## src/hdl/trp_pkg.sv

```systemverilog
// ----------------------------------------------------------------------------
// trp_pkg
// Types and constants shared by the trace page parser.
// ----------------------------------------------------------------------------
package trp_pkg;

    localparam int unsigned NUM_REGS    = 4;
    localparam int unsigned REG_W       = 16;
    localparam int unsigned REG_IDX_W   = 2;

    localparam logic [1:0] REG_ENTRY    = 2'd0;
    localparam logic [1:0] REG_EXIT     = 2'd1;
    localparam logic [1:0] REG_SWITCH   = 2'd2;
    localparam logic [1:0] REG_WAKEUP   = 2'd3;

    localparam logic [2:0] CLASS_ENTRY  = 3'd0;
    localparam logic [2:0] CLASS_EXIT   = 3'd1;
    localparam logic [2:0] CLASS_SWITCH = 3'd2;
    localparam logic [2:0] CLASS_WAKEUP = 3'd3;
    localparam logic [2:0] CLASS_NONE   = 3'd4;

    localparam logic [1:0] ST_OK        = 2'd0;
    localparam logic [1:0] ST_BAD_TYPE  = 2'd1;
    localparam logic [1:0] ST_BAD_ID    = 2'd2;
    localparam logic [1:0] ST_OVERRUN   = 2'd3;

    localparam logic [4:0] TYPE_LEN0    = 5'd0;
    localparam logic [4:0] TYPE_MAXDATA = 5'd28;
    localparam logic [4:0] TYPE_PAD     = 5'd29;
    localparam logic [4:0] TYPE_EXT     = 5'd30;
    localparam int unsigned DELTA_SHIFT = 27;

    typedef struct packed {
        logic [31:0] data_word;
        logic [2:0]  event_class;
        logic [63:0] event_time;
        logic [9:0]  cpu_tag;
        logic [9:0]  word_offset;
        logic        first_word;
        logic        last_word;
        logic [1:0]  status;
    } result_t;

    // page word with its start flag and cpu number, handed from front to back
    typedef struct packed {
        logic [31:0] word;
        logic        start;
        logic [9:0]  cpu;
    } item_t;

endpackage

```

## src/hdl/trp_if.sv

```systemverilog
// ----------------------------------------------------------------------------
// trp_in_if / trp_out_if
// Valid/ready channels for page words and results.
// ----------------------------------------------------------------------------
interface trp_in_if;
    logic        valid;
    logic        ready;
    logic [31:0] page_word;
    logic        page_start;
    logic [9:0]  cpu_number;
    modport source (output valid, page_word, page_start, cpu_number, input ready);
    modport sink   (input valid, page_word, page_start, cpu_number, output ready);
endinterface

interface trp_out_if;
    logic        valid;
    logic        ready;
    logic [31:0] data_word;
    logic [2:0]  event_class;
    logic [63:0] event_time;
    logic [9:0]  cpu_tag;
    logic [9:0]  word_offset;
    logic        first_word;
    logic        last_word;
    logic [1:0]  status;
    modport source (output valid, data_word, event_class, event_time, cpu_tag,
                    word_offset, first_word, last_word, status, input ready);
    modport sink   (input valid, data_word, event_class, event_time, cpu_tag,
                    word_offset, first_word, last_word, status, output ready);
endinterface

```

## src/hdl/trp_queue.sv

```systemverilog
// ----------------------------------------------------------------------------
// trp_queue
// Short word queue between the front and the parser core.
// ----------------------------------------------------------------------------
module trp_queue #(
    parameter int unsigned DEPTH = 4
) (
    input  logic              clk,
    input  logic              rst_n,
    input  logic              in_valid,
    output logic              in_ready,
    input  trp_pkg::item_t    in_item,
    output logic              out_valid,
    input  logic              out_ready,
    output trp_pkg::item_t    out_item
);
    localparam int unsigned AW = (DEPTH > 1) ? $clog2(DEPTH) : 1;

    trp_pkg::item_t   mem_reg [DEPTH];
    logic [AW-1:0]    wptr_reg, rptr_reg;
    logic [AW:0]      count_reg;
    logic             push, pop;

    assign in_ready  = (count_reg != (AW+1)'(DEPTH));
    assign out_valid = (count_reg != '0);
    assign push      = in_valid && in_ready;
    assign pop       = out_valid && out_ready;
    assign out_item  = mem_reg[rptr_reg];

    always_ff @(posedge clk)
    begin
        if (push)
        begin
            mem_reg[wptr_reg] <= in_item;
        end
    end

    always_ff @(posedge clk or negedge rst_n)
    begin
        if (!rst_n)
        begin
            wptr_reg  <= '0;
            rptr_reg  <= '0;
            count_reg <= '0;
        end
        else
        begin
            if (push)
            begin
                wptr_reg <= (wptr_reg == AW'(DEPTH-1)) ? '0 : wptr_reg + 1'b1;
            end
            if (pop)
            begin
                rptr_reg <= (rptr_reg == AW'(DEPTH-1)) ? '0 : rptr_reg + 1'b1;
            end
            count_reg <= count_reg + (AW+1)'(push) - (AW+1)'(pop);
        end
    end
endmodule

```

## src/hdl/trp_core.sv

```systemverilog
// ----------------------------------------------------------------------------
// trp_core
// Parses one page word per cycle while the result stage is not stalled, and drives a registered result stage.
// ----------------------------------------------------------------------------
module trp_core #(
    parameter int unsigned PAGE_BYTES = 4096
) (
    input  logic                       clk,
    input  logic                       rst_n,
    input  logic                       in_valid,
    output logic                       in_ready,
    input  trp_pkg::item_t             in_item,
    input  logic [trp_pkg::REG_W-1:0]  id_entry,
    input  logic [trp_pkg::REG_W-1:0]  id_exit,
    input  logic [trp_pkg::REG_W-1:0]  id_switch,
    input  logic [trp_pkg::REG_W-1:0]  id_wakeup,
    output logic                       res_valid,
    input  logic                       res_ready,
    output trp_pkg::result_t           res
);
    localparam int unsigned RW = $clog2(PAGE_BYTES + 1);
    localparam logic [31:0] LIMIT = 32'(PAGE_BYTES - 16);

    typedef enum logic [3:0] {
        PH_WAIT, PH_TS_HI, PH_LEN_LO, PH_LEN_HI, PH_HDR, PH_LEN0,
        PH_PAD_LEN, PH_PAD_SKIP, PH_EXT, PH_PAYLOAD, PH_DONE, PH_DISCARD
    } phase_t;

    phase_t            phase_reg, phase_next;
    logic [63:0]       time_reg, time_next;
    logic [31:0]       len_lo_reg, len_lo_next;
    logic [RW-1:0]     left_reg, left_next;
    logic [10:0]       items_reg, items_next;
    logic [26:0]       delta_reg, delta_next;
    logic [2:0]        class_reg, class_next;
    logic [9:0]        index_reg, index_next;
    logic [9:0]        cpu_reg, cpu_next;
    logic              res_valid_reg;
    trp_pkg::result_t  res_reg;

    logic              emit;
    trp_pkg::result_t  emit_res;
    logic              take;
    logic [31:0]       w;
    logic [RW-1:0]     left_dec;
    logic [31:0]       body_bytes;
    logic [30:0]       body_wds;
    logic              body_bad;
    logic [4:0]        ttype;
    logic [2:0]        id_class;
    logic [63:0]       ext_add;

    assign in_ready  = !res_valid_reg || res_ready;
    assign take      = in_valid && in_ready;
    assign res_valid = res_valid_reg;
    assign res       = res_reg;
    assign w         = in_item.word;
    assign ttype     = w[4:0];
    assign left_dec  = left_reg - RW'(4);
    assign body_bytes = w - 32'd4;
    assign body_wds  = 31'((33'(body_bytes) + 33'd3) >> 2);
    assign body_bad  = (w < 32'd4) ||
                       ({body_wds, 2'b00} > 33'(left_dec));
    assign ext_add   = {5'd0, w, 27'd0} + 64'(delta_reg);

    always_comb
    begin
        if (w[15:0] == id_entry)       id_class = trp_pkg::CLASS_ENTRY;
        else if (w[15:0] == id_exit)   id_class = trp_pkg::CLASS_EXIT;
        else if (w[15:0] == id_switch) id_class = trp_pkg::CLASS_SWITCH;
        else if (w[15:0] == id_wakeup) id_class = trp_pkg::CLASS_WAKEUP;
        else                           id_class = trp_pkg::CLASS_NONE;
    end

    always_comb
    begin
        phase_next  = phase_reg;
        time_next   = time_reg;
        len_lo_next = len_lo_reg;
        left_next   = left_reg;
        items_next  = items_reg;
        delta_next  = delta_reg;
        class_next  = class_reg;
        index_next  = index_reg;
        cpu_next    = cpu_reg;
        emit        = 1'b0;
        emit_res.data_word   = w;
        emit_res.event_class = trp_pkg::CLASS_NONE;
        emit_res.event_time  = time_reg;
        emit_res.cpu_tag     = cpu_reg;
        emit_res.word_offset = '0;
        emit_res.first_word  = 1'b0;
        emit_res.last_word   = 1'b0;
        emit_res.status      = trp_pkg::ST_OK;

        if (in_item.start)
        begin
            cpu_next   = in_item.cpu;
            time_next  = {32'd0, w};
            left_next  = '0;
            items_next = '0;
            delta_next = '0;
            index_next = '0;
            class_next = trp_pkg::CLASS_NONE;
            phase_next = PH_TS_HI;
        end
        else
        begin
            unique case (phase_reg)
                PH_TS_HI:
                begin
                    time_next  = {w, time_reg[31:0]};
                    phase_next = PH_LEN_LO;
                end
                PH_LEN_LO:
                begin
                    len_lo_next = w;
                    phase_next  = PH_LEN_HI;
                end
                PH_LEN_HI:
                begin
                    if (w != 32'd0 || len_lo_reg > LIMIT)
                    begin
                        left_next       = '0;
                        emit            = 1'b1;
                        emit_res.status = trp_pkg::ST_OVERRUN;
                        phase_next      = PH_DISCARD;
                    end
                    else
                    begin
                        left_next  = RW'(len_lo_reg);
                        phase_next = (len_lo_reg == 32'd0) ? PH_DONE : PH_HDR;
                    end
                end
                PH_HDR, PH_LEN0, PH_PAD_LEN, PH_PAD_SKIP, PH_EXT, PH_PAYLOAD:
                begin
                    if (left_reg < RW'(4))
                    begin
                        emit            = 1'b1;
                        emit_res.status = trp_pkg::ST_OVERRUN;
                        phase_next      = PH_DISCARD;
                    end
                    else
                    begin
                        left_next = left_dec;
                        unique case (phase_reg)
                            PH_HDR:
                            begin
                                if (ttype == trp_pkg::TYPE_LEN0)
                                begin
                                    delta_next = w[31:5];
                                    phase_next = PH_LEN0;
                                end
                                else if (ttype <= trp_pkg::TYPE_MAXDATA)
                                begin
                                    if ({ttype, 2'b00} > 7'(left_dec) ||
                                        left_dec > RW'(127))
                                    begin
                                        if ({ttype, 2'b00} > 7'(left_dec) &&
                                            left_dec <= RW'(127))
                                        begin
                                            emit            = 1'b1;
                                            emit_res.status = trp_pkg::ST_OVERRUN;
                                            phase_next      = PH_DISCARD;
                                        end
                                        else
                                        begin
                                            time_next  = time_reg + 64'(w[31:5]);
                                            items_next = 11'(ttype);
                                            index_next = '0;
                                            phase_next = PH_PAYLOAD;
                                        end
                                    end
                                    else
                                    begin
                                        time_next  = time_reg + 64'(w[31:5]);
                                        items_next = 11'(ttype);
                                        index_next = '0;
                                        phase_next = PH_PAYLOAD;
                                    end
                                end
                                else if (ttype == trp_pkg::TYPE_PAD)
                                begin
                                    if (w[31:5] == 27'd0)
                                    begin
                                        phase_next = PH_DONE;
                                    end
                                    else
                                    begin
                                        delta_next = w[31:5];
                                        phase_next = PH_PAD_LEN;
                                    end
                                end
                                else if (ttype == trp_pkg::TYPE_EXT)
                                begin
                                    delta_next = w[31:5];
                                    phase_next = PH_EXT;
                                end
                                else
                                begin
                                    emit            = 1'b1;
                                    emit_res.status = trp_pkg::ST_BAD_TYPE;
                                    phase_next      = PH_DISCARD;
                                end
                            end
                            PH_LEN0, PH_PAD_LEN:
                            begin
                                if (body_bad)
                                begin
                                    emit            = 1'b1;
                                    emit_res.status = trp_pkg::ST_OVERRUN;
                                    phase_next      = PH_DISCARD;
                                end
                                else
                                begin
                                    time_next  = time_reg + 64'(delta_reg);
                                    items_next = 11'(body_wds);
                                    if (phase_reg == PH_LEN0)
                                    begin
                                        index_next = '0;
                                    end
                                    if (body_wds == 31'd0)
                                    begin
                                        phase_next = (left_dec == '0) ? PH_DONE : PH_HDR;
                                    end
                                    else
                                    begin
                                        phase_next = (phase_reg == PH_LEN0) ?
                                                     PH_PAYLOAD : PH_PAD_SKIP;
                                    end
                                end
                            end
                            PH_PAD_SKIP:
                            begin
                                items_next = items_reg - 11'd1;
                                if (items_reg == 11'd1)
                                begin
                                    phase_next = (left_dec == '0) ? PH_DONE : PH_HDR;
                                end
                            end
                            PH_EXT:
                            begin
                                time_next  = time_reg + ext_add;
                                phase_next = (left_dec == '0) ? PH_DONE : PH_HDR;
                            end
                            default:
                            begin
                                if (index_reg == '0 && id_class == trp_pkg::CLASS_NONE)
                                begin
                                    emit            = 1'b1;
                                    emit_res.status = trp_pkg::ST_BAD_ID;
                                    phase_next      = PH_DISCARD;
                                end
                                else
                                begin
                                    if (index_reg == '0)
                                    begin
                                        class_next = id_class;
                                    end
                                    emit                 = 1'b1;
                                    emit_res.event_class = (index_reg == '0) ?
                                                           id_class : class_reg;
                                    emit_res.word_offset = index_reg;
                                    emit_res.first_word  = (index_reg == '0);
                                    emit_res.last_word   = (items_reg == 11'd1);
                                    index_next = index_reg + 10'd1;
                                    items_next = items_reg - 11'd1;
                                    if (items_reg == 11'd1)
                                    begin
                                        phase_next = (left_dec == '0) ? PH_DONE : PH_HDR;
                                    end
                                end
                            end
                        endcase
                    end
                end
                default:
                begin
                    phase_next = phase_reg;
                end
            endcase
        end
    end

    always_ff @(posedge clk or negedge rst_n)
    begin
        if (!rst_n)
        begin
            phase_reg     <= PH_WAIT;
            time_reg      <= '0;
            len_lo_reg    <= '0;
            left_reg      <= '0;
            items_reg     <= '0;
            delta_reg     <= '0;
            class_reg     <= trp_pkg::CLASS_NONE;
            index_reg     <= '0;
            cpu_reg       <= '0;
            res_valid_reg <= 1'b0;
        end
        else
        begin
            if (take)
            begin
                phase_reg  <= phase_next;
                time_reg   <= time_next;
                len_lo_reg <= len_lo_next;
                left_reg   <= left_next;
                items_reg  <= items_next;
                delta_reg  <= delta_next;
                class_reg  <= class_next;
                index_reg  <= index_next;
                cpu_reg    <= cpu_next;
            end
            if (in_ready)
            begin
                res_valid_reg <= take && emit;
            end
        end
    end

    always_ff @(posedge clk)
    begin
        if (take && emit)
        begin
            res_reg <= emit_res;
        end
    end
endmodule

```

## src/hdl/trace_ring_page_parser.sv

```systemverilog
// ----------------------------------------------------------------------------
// trace_ring_page_parser
// Decodes trace pages word by word into tagged payload words.
// ----------------------------------------------------------------------------
//  channel   | dir | carries
//  page_in   | in  | page_word, page_start, cpu_number
//  result    | out | data_word .. status, one word per payload word or error
//  cfg_*     | in  | id registers 0..3, write only
//
// One word a cycle sustained while results are taken; the core keeps a 64-bit event time.
// Input words pass a 4-entry queue, results a registered output stage:
// a word is held in the queue memory and its result in the output register.
// Reset clears all parse state; no clearing pass is needed.
// Either side may stall freely; the queue absorbs short output stalls.
module trace_ring_page_parser #(
    parameter int unsigned PAGE_BYTES = 4096
) (
    input  logic                            clk,
    input  logic                            rst_n,
    trp_in_if.sink                          page_in,
    trp_out_if.source                       result,
    input  logic                            cfg_we,
    input  logic [trp_pkg::REG_IDX_W-1:0]   cfg_index,
    input  logic [trp_pkg::REG_W-1:0]       cfg_data
);
    logic [trp_pkg::REG_W-1:0] id_reg [trp_pkg::NUM_REGS];
    trp_pkg::item_t   in_item, q_item;
    logic             q_valid, q_ready;
    trp_pkg::result_t res;

    always_ff @(posedge clk or negedge rst_n)
    begin
        if (!rst_n)
        begin
            for (int i = 0; i < int'(trp_pkg::NUM_REGS); i++)
            begin
                id_reg[i] <= '0;
            end
        end
        else if (cfg_we)
        begin
            id_reg[cfg_index] <= cfg_data;
        end
    end

    assign in_item.word  = page_in.page_word;
    assign in_item.start = page_in.page_start;
    assign in_item.cpu   = page_in.cpu_number;

    trp_queue #(.DEPTH(4)) u_queue (
        .clk       (clk),
        .rst_n     (rst_n),
        .in_valid  (page_in.valid),
        .in_ready  (page_in.ready),
        .in_item   (in_item),
        .out_valid (q_valid),
        .out_ready (q_ready),
        .out_item  (q_item)
    );

    trp_core #(.PAGE_BYTES(PAGE_BYTES)) u_core (
        .clk       (clk),
        .rst_n     (rst_n),
        .in_valid  (q_valid),
        .in_ready  (q_ready),
        .in_item   (q_item),
        .id_entry  (id_reg[trp_pkg::REG_ENTRY]),
        .id_exit   (id_reg[trp_pkg::REG_EXIT]),
        .id_switch (id_reg[trp_pkg::REG_SWITCH]),
        .id_wakeup (id_reg[trp_pkg::REG_WAKEUP]),
        .res_valid (result.valid),
        .res_ready (result.ready),
        .res       (res)
    );

    assign result.data_word   = res.data_word;
    assign result.event_class = res.event_class;
    assign result.event_time  = res.event_time;
    assign result.cpu_tag     = res.cpu_tag;
    assign result.word_offset = res.word_offset;
    assign result.first_word  = res.first_word;
    assign result.last_word   = res.last_word;
    assign result.status      = res.status;
endmodule

```

## src/flat_wrapper.sv

```systemverilog
// flat-port wrapper written by rule: the top's interface ports become plain ports
module trace_ring_page_parser_flat 
#(
    parameter int unsigned PAGE_BYTES = 4096
)
  (clk, rst_n, cfg_we, cfg_index, cfg_data, page_in_valid, page_in_page_word, page_in_page_start, page_in_cpu_number, page_in_ready, result_valid, result_data_word, result_event_class, result_event_time, result_cpu_tag, result_word_offset, result_first_word, result_last_word, result_status, result_ready);
  trp_in_if page_in_i ();
  trp_out_if result_i ();
  input  logic clk;
  input  logic rst_n;
  input  logic cfg_we;
  input  logic [trp_pkg::REG_IDX_W-1:0] cfg_index;
  input  logic [trp_pkg::REG_W-1:0] cfg_data;
  input wire logic [$bits(page_in_i.valid)-1:0] page_in_valid;
  input wire logic [$bits(page_in_i.page_word)-1:0] page_in_page_word;
  input wire logic [$bits(page_in_i.page_start)-1:0] page_in_page_start;
  input wire logic [$bits(page_in_i.cpu_number)-1:0] page_in_cpu_number;
  output wire logic [$bits(page_in_i.ready)-1:0] page_in_ready;
  output wire logic [$bits(result_i.valid)-1:0] result_valid;
  output wire logic [$bits(result_i.data_word)-1:0] result_data_word;
  output wire logic [$bits(result_i.event_class)-1:0] result_event_class;
  output wire logic [$bits(result_i.event_time)-1:0] result_event_time;
  output wire logic [$bits(result_i.cpu_tag)-1:0] result_cpu_tag;
  output wire logic [$bits(result_i.word_offset)-1:0] result_word_offset;
  output wire logic [$bits(result_i.first_word)-1:0] result_first_word;
  output wire logic [$bits(result_i.last_word)-1:0] result_last_word;
  output wire logic [$bits(result_i.status)-1:0] result_status;
  input wire logic [$bits(result_i.ready)-1:0] result_ready;
  assign page_in_i.valid = page_in_valid;
  assign page_in_i.page_word = page_in_page_word;
  assign page_in_i.page_start = page_in_page_start;
  assign page_in_i.cpu_number = page_in_cpu_number;
  assign page_in_ready = page_in_i.ready;
  assign result_valid = result_i.valid;
  assign result_data_word = result_i.data_word;
  assign result_event_class = result_i.event_class;
  assign result_event_time = result_i.event_time;
  assign result_cpu_tag = result_i.cpu_tag;
  assign result_word_offset = result_i.word_offset;
  assign result_first_word = result_i.first_word;
  assign result_last_word = result_i.last_word;
  assign result_status = result_i.status;
  assign result_i.ready = result_ready;
  trace_ring_page_parser #(.PAGE_BYTES(PAGE_BYTES)) u_core (.clk(clk), .rst_n(rst_n), .page_in(page_in_i), .result(result_i), .cfg_we(cfg_we), .cfg_index(cfg_index), .cfg_data(cfg_data));
endmodule
```

## config.mk

```make
export PLATFORM = sky130hd
export DESIGN_NAME = trace_ring_page_parser_flat
export DESIGN_NICKNAME = d
export VERILOG_FILES = /design/src/hdl/trp_pkg.sv /design/src/hdl/trp_if.sv /design/src/hdl/trp_queue.sv /design/src/hdl/trp_core.sv /design/src/hdl/trace_ring_page_parser.sv /design/src/flat_wrapper.sv
export SDC_FILE = /design/constraint.sdc
export NUM_CORES = 1
export LEC_CHECK = 0
export ABC_AREA = 1
export BUFFER_PORTS_ARGS = -buffer_cell sky130_fd_sc_hd__clkbuf_2
export CAP_MARGIN = 10
export CORE_ASPECT_RATIO = 0.9
export CORE_MARGIN = 5
export CORE_UTILIZATION = 46
export CTS_BUF_LIST = sky130_fd_sc_hd__clkbuf_4
export CTS_CLUSTER_DIAMETER = 200
export DETAILED_ROUTE_END_ITERATION = 12
export GPL_TIMING_DRIVEN = 1
export PLACE_DENSITY_LB_ADDON = 0.05
export SLEW_MARGIN = 10
export SYNTH_ARGS = -nofsm -noshare
export SYNTH_HDL_FRONTEND = slang
export SYNTH_HIERARCHICAL = 1
export SYNTH_SLANG_ARGS = --single-unit
```

## constraint.sdc

```tcl
create_clock -name clk -period 9.2 [get_ports clk]
set_input_delay 0 -clock clk [delete_from_list [all_inputs] [get_ports clk]]
set_output_delay 0 -clock clk [all_outputs]
set_load 0.01 [all_outputs]
```

======== After elaboration in Yosys (flattened, before gate mapping) ========
Memory sizes are Yosys's and may differ from the RTL's.
Cells that the tools add are included.
cells by class
  $lt $le $gt $ge ......................... 10
  bitwise operators ....................... 3
  reductions and logical operators ........ 41
  $mul .................................... 0
  $add $sub $neg .......................... 13
  shift operators ......................... 0
  eq/ne operators ......................... 41
  div/mod/pow operators ................... 0
  multiplexer cells ....................... 103
operator list
  kind                     number
  $mux W64                 7
  $mux W27                 9
  $pmux W64 S3             1
  $add A64 B27 Y64         2
  $pmux W64 S2             1
  $mux W10                 10
  $mux W11                 9
  $add A64 B60 Y64         1
  $bwmux W64               1
  $eq A16 B16 Y1           4
  $add A59 B27 Y60         1
  $mux W4                  15
  $pmux W11 S4             1
  $mux W13                 3
  $add A32 B2 Y33 const B  1
  $gt A33 B13 Y1           1
  $demux W16 S2            1
  $gt A32 B12 Y1 const B   1
  $logic_not A32 Y1        1
  $lt A32 B3 Y1 const B    1
  $pmux W4 S4              2
  $reduce_bool A32 Y1      1
  $sub A32 B3 Y32 const B  1
  $logic_not A31 Y1        1
  63 further kinds         135
word-level totals
  bits in latches ......................... 0
  ROM bits ................................ 0
  output and inout port bits .............. 125
  memories kept ........................... 1
  bits in registers ....................... 369
  bits of input ports ..................... 66
  RAM bits ................................ 172
  logic and storage cells ................. 238
memories
  name                    words  bits a word  read ports  clocked after memory_dff  wr ports  line             RTL
  u_core.u_queue.mem_reg  4      43           1           0                         1         trp_queue.sv:19  trp_pkg::item_t mem_reg [DEPTH];

======== Depth between registers and ports, before layout ========
An unclocked memory read counts as a cell.
  depth after elaboration ................. 13
  depth in mapped cells ................... 39
  depth with buffers taken out ............ 36

======== Modules after synthesis ========
Netlist, hierarchy kept.
by module, submodules not included
  module                  area each (µm²)  times used  cells an instance  sequential area each (µm²)
  trp_core                24225.7          1           3472               8074.0
  trp_queue               7211.9           1           559                5340.1
  trace_ring_page_parser  2611.3           1           285                1601.5

======== Least setup slack after synthesis ========
No wires, ideal clock.
  kind .................................... flip-flop to flip-flop
  start ................................... reg u_core.u_queue.rptr_reg[0]
  end ..................................... reg u_core.u_core.res_reg, in the netlist u_core/u_core/res[0] (enable)
  buffers on the path ..................... 4
  cell stages (with the launch flop) ...... 34
  data arrival time ....................... 9163 ps
  clock period less this slack ............ 9770 ps
  setup slack ............................. -570 ps
  required time ........................... 8594 ps
  setup time .............................. 606 ps
  path through ............................ dfrtp_1 buf_4 buf_2 o211ai_1 nand2_1 buf_4 inv_6 buf_6 ha_1 nand2_1 nor2_2 nand3_1 nor2_2 nand3_2 inv_2 nand3_1 nand2_1 inv_1 ha_1 nand2_1 nor2_1 o21ai_0 nand2_1 a21o_1 nor2_1 nand3_1 nor2_1 nand2_1 nor2_4 a21oi_4 inv_1 nand3_1 a21oi_1 nor2_1
RTL lines
  item                    line             RTL
  start, declared         trp_queue.sv:20  logic [AW-1:0] wptr_reg, rptr_reg;
  start signal, assigned  trp_queue.sv:54  rptr_reg <= (rptr_reg == AW'(DEPTH-1)) ? '0 : rptr_reg + 1'b1;
  end signal, assigned    trp_core.sv:325  res_reg <= emit_res;
  end, declared           trp_core.sv:39   trp_pkg::result_t res_reg;

======== Worst setup path in the final report ========
  start ................................... reg u_core.u_core.phase_reg[2]
  end ..................................... reg u_core.u_core.time_reg[56]
between the ends
  word-level cells in the longest chain between the ends .. 6
  elaborated cells on any way between the ends .. 21
  classes of those cells .................. eq/ne: 13; mux: 4; reduce/logical: 4
RTL lines
  item                    line                              RTL
  start, declared         trp_core.sv:29                    phase_t phase_reg, phase_next;
  start signal, assigned  trp_core.sv:304                   phase_reg <= phase_next;
  $eq A4 B3 Y1            trp_core.sv:109, trp_core.sv:146
  $reduce_or A2 Y1        --
  $pmux W64 S3            trp_core.sv:146                   unique case (phase_reg)
  $mux W64                trp_core.sv:137                   if (left_reg < RW'(4))
  $pmux W64 S2            trp_core.sv:109                   unique case (phase_reg)
  $mux W64                trp_core.sv:96                    if (in_item.start)
  end signal, assigned    trp_core.sv:305                   time_reg <= time_next;
  end, declared           trp_core.sv:30                    logic [63:0] time_reg, time_next;
Several ways; a longest one is shown, not always the timed one. The select of a mux whose other input is x is not followed.
A chain may end at the register's enable or synchronous reset.

==> impl_metrics.toml <==
[status]
status = "completed"

[placement]
dp_worst_setup_slack_ps = 2530
dp_hpwl_mm = 90.3
gp_congestion = 1.02
port-buffer-count = 190
postPlaceCellArea_mm2 = 0.0361

[die]
initial_utilization = 0.465
die-width_um = 297
dieArea_mm2 = 0.0796
placeableCoreArea_mm2 = 0.0733
fp.dieH_um = 268
std_cell_rows = 94
io_pins = 191

[logic_synthesis]
synth_compound_area_frac = 0.143
synthDominantCellAreaShare = 0.260
syn_area_mm2 = 0.0340
synth.area.top_cells = "edfxtp_1 26%, dfrtp_1 18%, nand2_1 13%"
synthMostInstantiatedCell = "nand2_1"
synth_edf_count = 295
yosys.area_share.xor_xnor = 0.0265
ys_dominant_reg_cell = "edfxtp_1"
postSynthCellCount = 4316
synth-seq-cells = 541
post-synth-top-area-cell = "edfxtp_1"
synthesized_area_per_cell_um2 = 7.89
synth_fp_nets = 4503
synth.mux.area_fraction = 0
synth-seq-area-share = 0.441
ys_types = 63
synth-async-reset-ratio = 0.455
share_of_synthesized_cell_area_in_and_or_nand_and_nor_gates = 0.268
dominant_combinational_cell_family_by_area_after_synthesis = "simple AND/OR/NAND/NOR gates"
synth_fa_ha_area_frac = 0.0451
yosysWarningCount = 6
ys_top_cells_by_count = "1134 x nand2_1, 467 x inv_1, 400 x nor2_1, 295 x edfxtp_1, 270 x o21ai_0"

[hold_path]
holdCritPathClass = "input pin to async pin"

[timing]
timing.final.setup_violations = 0
fin_skew_ps = 89.2
min_period_ps = 6840
finalHoldViolCount = 0
setup_total_negative_slack_ps = 0
setup_ws_ps = 2360
final.period_utilization = 0.744
fmax_mhz = 146
rsz0062_at_grt = "false"
relSlewSlack = 0.332
timing_worst_slew_pin_value_ps = 1000
total_count_of_max_transition_violations_in_the_final_report = 0

[run]
max_cap_violations = 0

[clock_tree]
htree_levels = 4
clkTransAtPathRegs_ps = 60
clock_latency_ps = 1060
cts-buffers-inserted = 147
tritoncts = "yes"
clkSinkCount = 541
clk_path_buf_depth = 3
cts_resized = 0
clock_tree.root_cell = "clkbuf_4"

[routing]
drt_first_iter_violations = 3060
drt_drc_violations_left = 0
postRouteWirelength_mm = 125
vias_per_cell = 5.58
drt-pass1-iter-count = 7
drt-wirelength-per-cell_um = 21.6
via_count = 32300
remaining_number_of_nets_flagged_by_the_antenna_check_after_routing = 0

[global_routing]
vias_in_the_first_global_route = 30800
global_route.overflow_total = 0
grt_pass1_wl_mm = 188
largest_net_degree_at_the_start_of_global_routing = 102
grt_util_all_layers = 0.308
antenna_found_initial = 8

[worst_setup_path]
startpoint_of_the_most_critical_setup_path = "u_core/u_core/phase_reg[2]"
critPathMaxFanout = 38
r2r_cells = 27
worst_r2r_endpoint = "u_core/u_core/time_reg[56]"
worstPathArrival_ps = 7710
cp_slowest_stage_delay_ps = 690
path_common_cell = "inv_1"
setup.worst_path.end_class = "flop"
timing.rr.start = "u_core/u_core/phase_reg[2]"
worst_ep_required_time_ps = 10070
worstSetupPathType = "flop to flop"
timing.reg2reg.setup_slack_ps = 2360
worst_setup_path_start_kind = "flop"
crit_slowest_cell = "o21ai_0"
critical_path_buf_inv_count = 8
timing.critical_path.max_delay_family = "simple AND/OR/NAND/NOR gates"

[cells_and_area]
design.final.nets = 4900
post_route_cells_drive_above_1_share = 0.136
fillers = 7166
post-route-cell-area_mm2 = 0.0393
areaGrowthSynthToFinish_pct = 15.5
largest_reg_flops = 172

[pwr]
leakagePower_uw = 0.0174
vdd_ir_drop_max_v = 0.000198
powerDensity_mw_per_mm2 = 421
## timing repair
item,4_1_cts,5_1_grt
endpoints found under the hold margin,522,0
hold buffers,134,0
setup buffers,0,0
## worst max path at each step
| stage | end | slack, ps | cells past startpoint |
|---|---|---|---|
| floorplan | u_core/u_core/res[0] | 1500 | 33 |
| detailed placement | u_core/u_core/res[85] | 2530 | 32 |
| global placement | u_core/u_core/res[85] | 2610 | 32 |
| finish | u_core/u_core/time_reg[56] | 2360 | 27 |
| CTS | u_core/u_core/res[76] | 2470 | 32 |
| global route | u_core/u_core/res[78] | 1760 | 32 |
## layout by cell type (no fill, tap or decap), types with 13 or more instances in the layout
master	netlist	layout
o22ai_1	13	13
clkbuf_2	0	189
clkinv_1	6	27
inv_1	467	466
xor2_1	59	59
ha_1	118	118
nand4_1	111	111
buf_4	12	61
dlygate4sd3_1	0	133
dfrtp_1	245	243
o211ai_1	104	104
xnor2_1	44	44
inv_2	17	20
a22oi_2	14	14
nor4_1	27	27
or2_2	33	33
o21ai_0	270	269
nor2_4	15	25
clkbuf_4	0	223
nand2_1	1134	1133
nand2_2	15	16
edfxtp_1	295	295
nand3_1	239	239
o21ai_1	26	27
a31oi_1	33	33
nor2_2	26	26
o21a_1	23	23
nor3_1	65	65
a21oi_1	250	249
nor2_1	400	390
## cells by family (layout without fill, tap and decap cells)
family | count (synthesis) | count (layout)
simple gates | 2096 | 2096
flops | 541 | 541
buf+inv | 632 | 1141
other cells | 0 | 8
xor+xnor | 103 | 103
fa+ha+maj | 121 | 121
compound gates | 823 | 823
## per-layer routing
metal	routed length, um	part of all wire	global-route usage	up-vias
met3	12000	0.096	0.0877	217
met2	54300	0.43	0.470	1348
met1	54800	0.44	0.424	15300
met4	4160	0.033	0.114	2
li1	-	-	-	15500
met5	13	0.00010	0	-
## final cells by class
cell class	instances	area (um^2)	area share
Tap cell	960	1200	0.0305
Antenna cell	8	20.0	0.000509
Timing Repair Buffer	387	2820	0.0717
Clock buffer	223	1670	0.0426
Sequential cell	541	15000	0.382
Multi-Input combinational cell	3143	16500	0.420
Inverter	493	1860	0.0473
Clock inverter	38	206	0.00525
## stage by stage
step / util / instances / total power, uW / hold WS (ps)
global placement: 0.492 / 5390 / 14100 / -5.48
detailed placement: 0.492 / 5390 / 14100 / -12.9
global route: 0.537 / 5792 / 17800 / 103
CTS: 0.536 / 5785 / 16400 / 13.9
finish: 0.537 / 5793 / 16500 / 133
floorplan: - / 4316 / 10600 / -296
## power by group
part	internal, uW	switching, uW
clock	1120	1070
sequential	3450	550
combinational	2950	7410
## worst reg2reg max path, stage by stage (launching register included)
cell and delay, ps:
dfrtp_1 390, inv_1 70, nor2_1 170, inv_1 130, nor2_1 470, inv_1 310
nor2_4 650, inv_1 390, o21ai_0 400, inv_1 110, fa_1 440, nand3b_1 170
nand2_1 190, nand4_1 140, o2111ai_1 230, inv_1 120, o21ai_0 690, inv_1 100
nor2_1 150, inv_1 100, nor2_1 550, nand2_1 150, a21oi_1 140, o21ai_0 110
o21ai_0 110, nand2_1 70, nand3_1 70, o21ai_1 70
No activity file was read; power rests on OpenSTA's default activity.
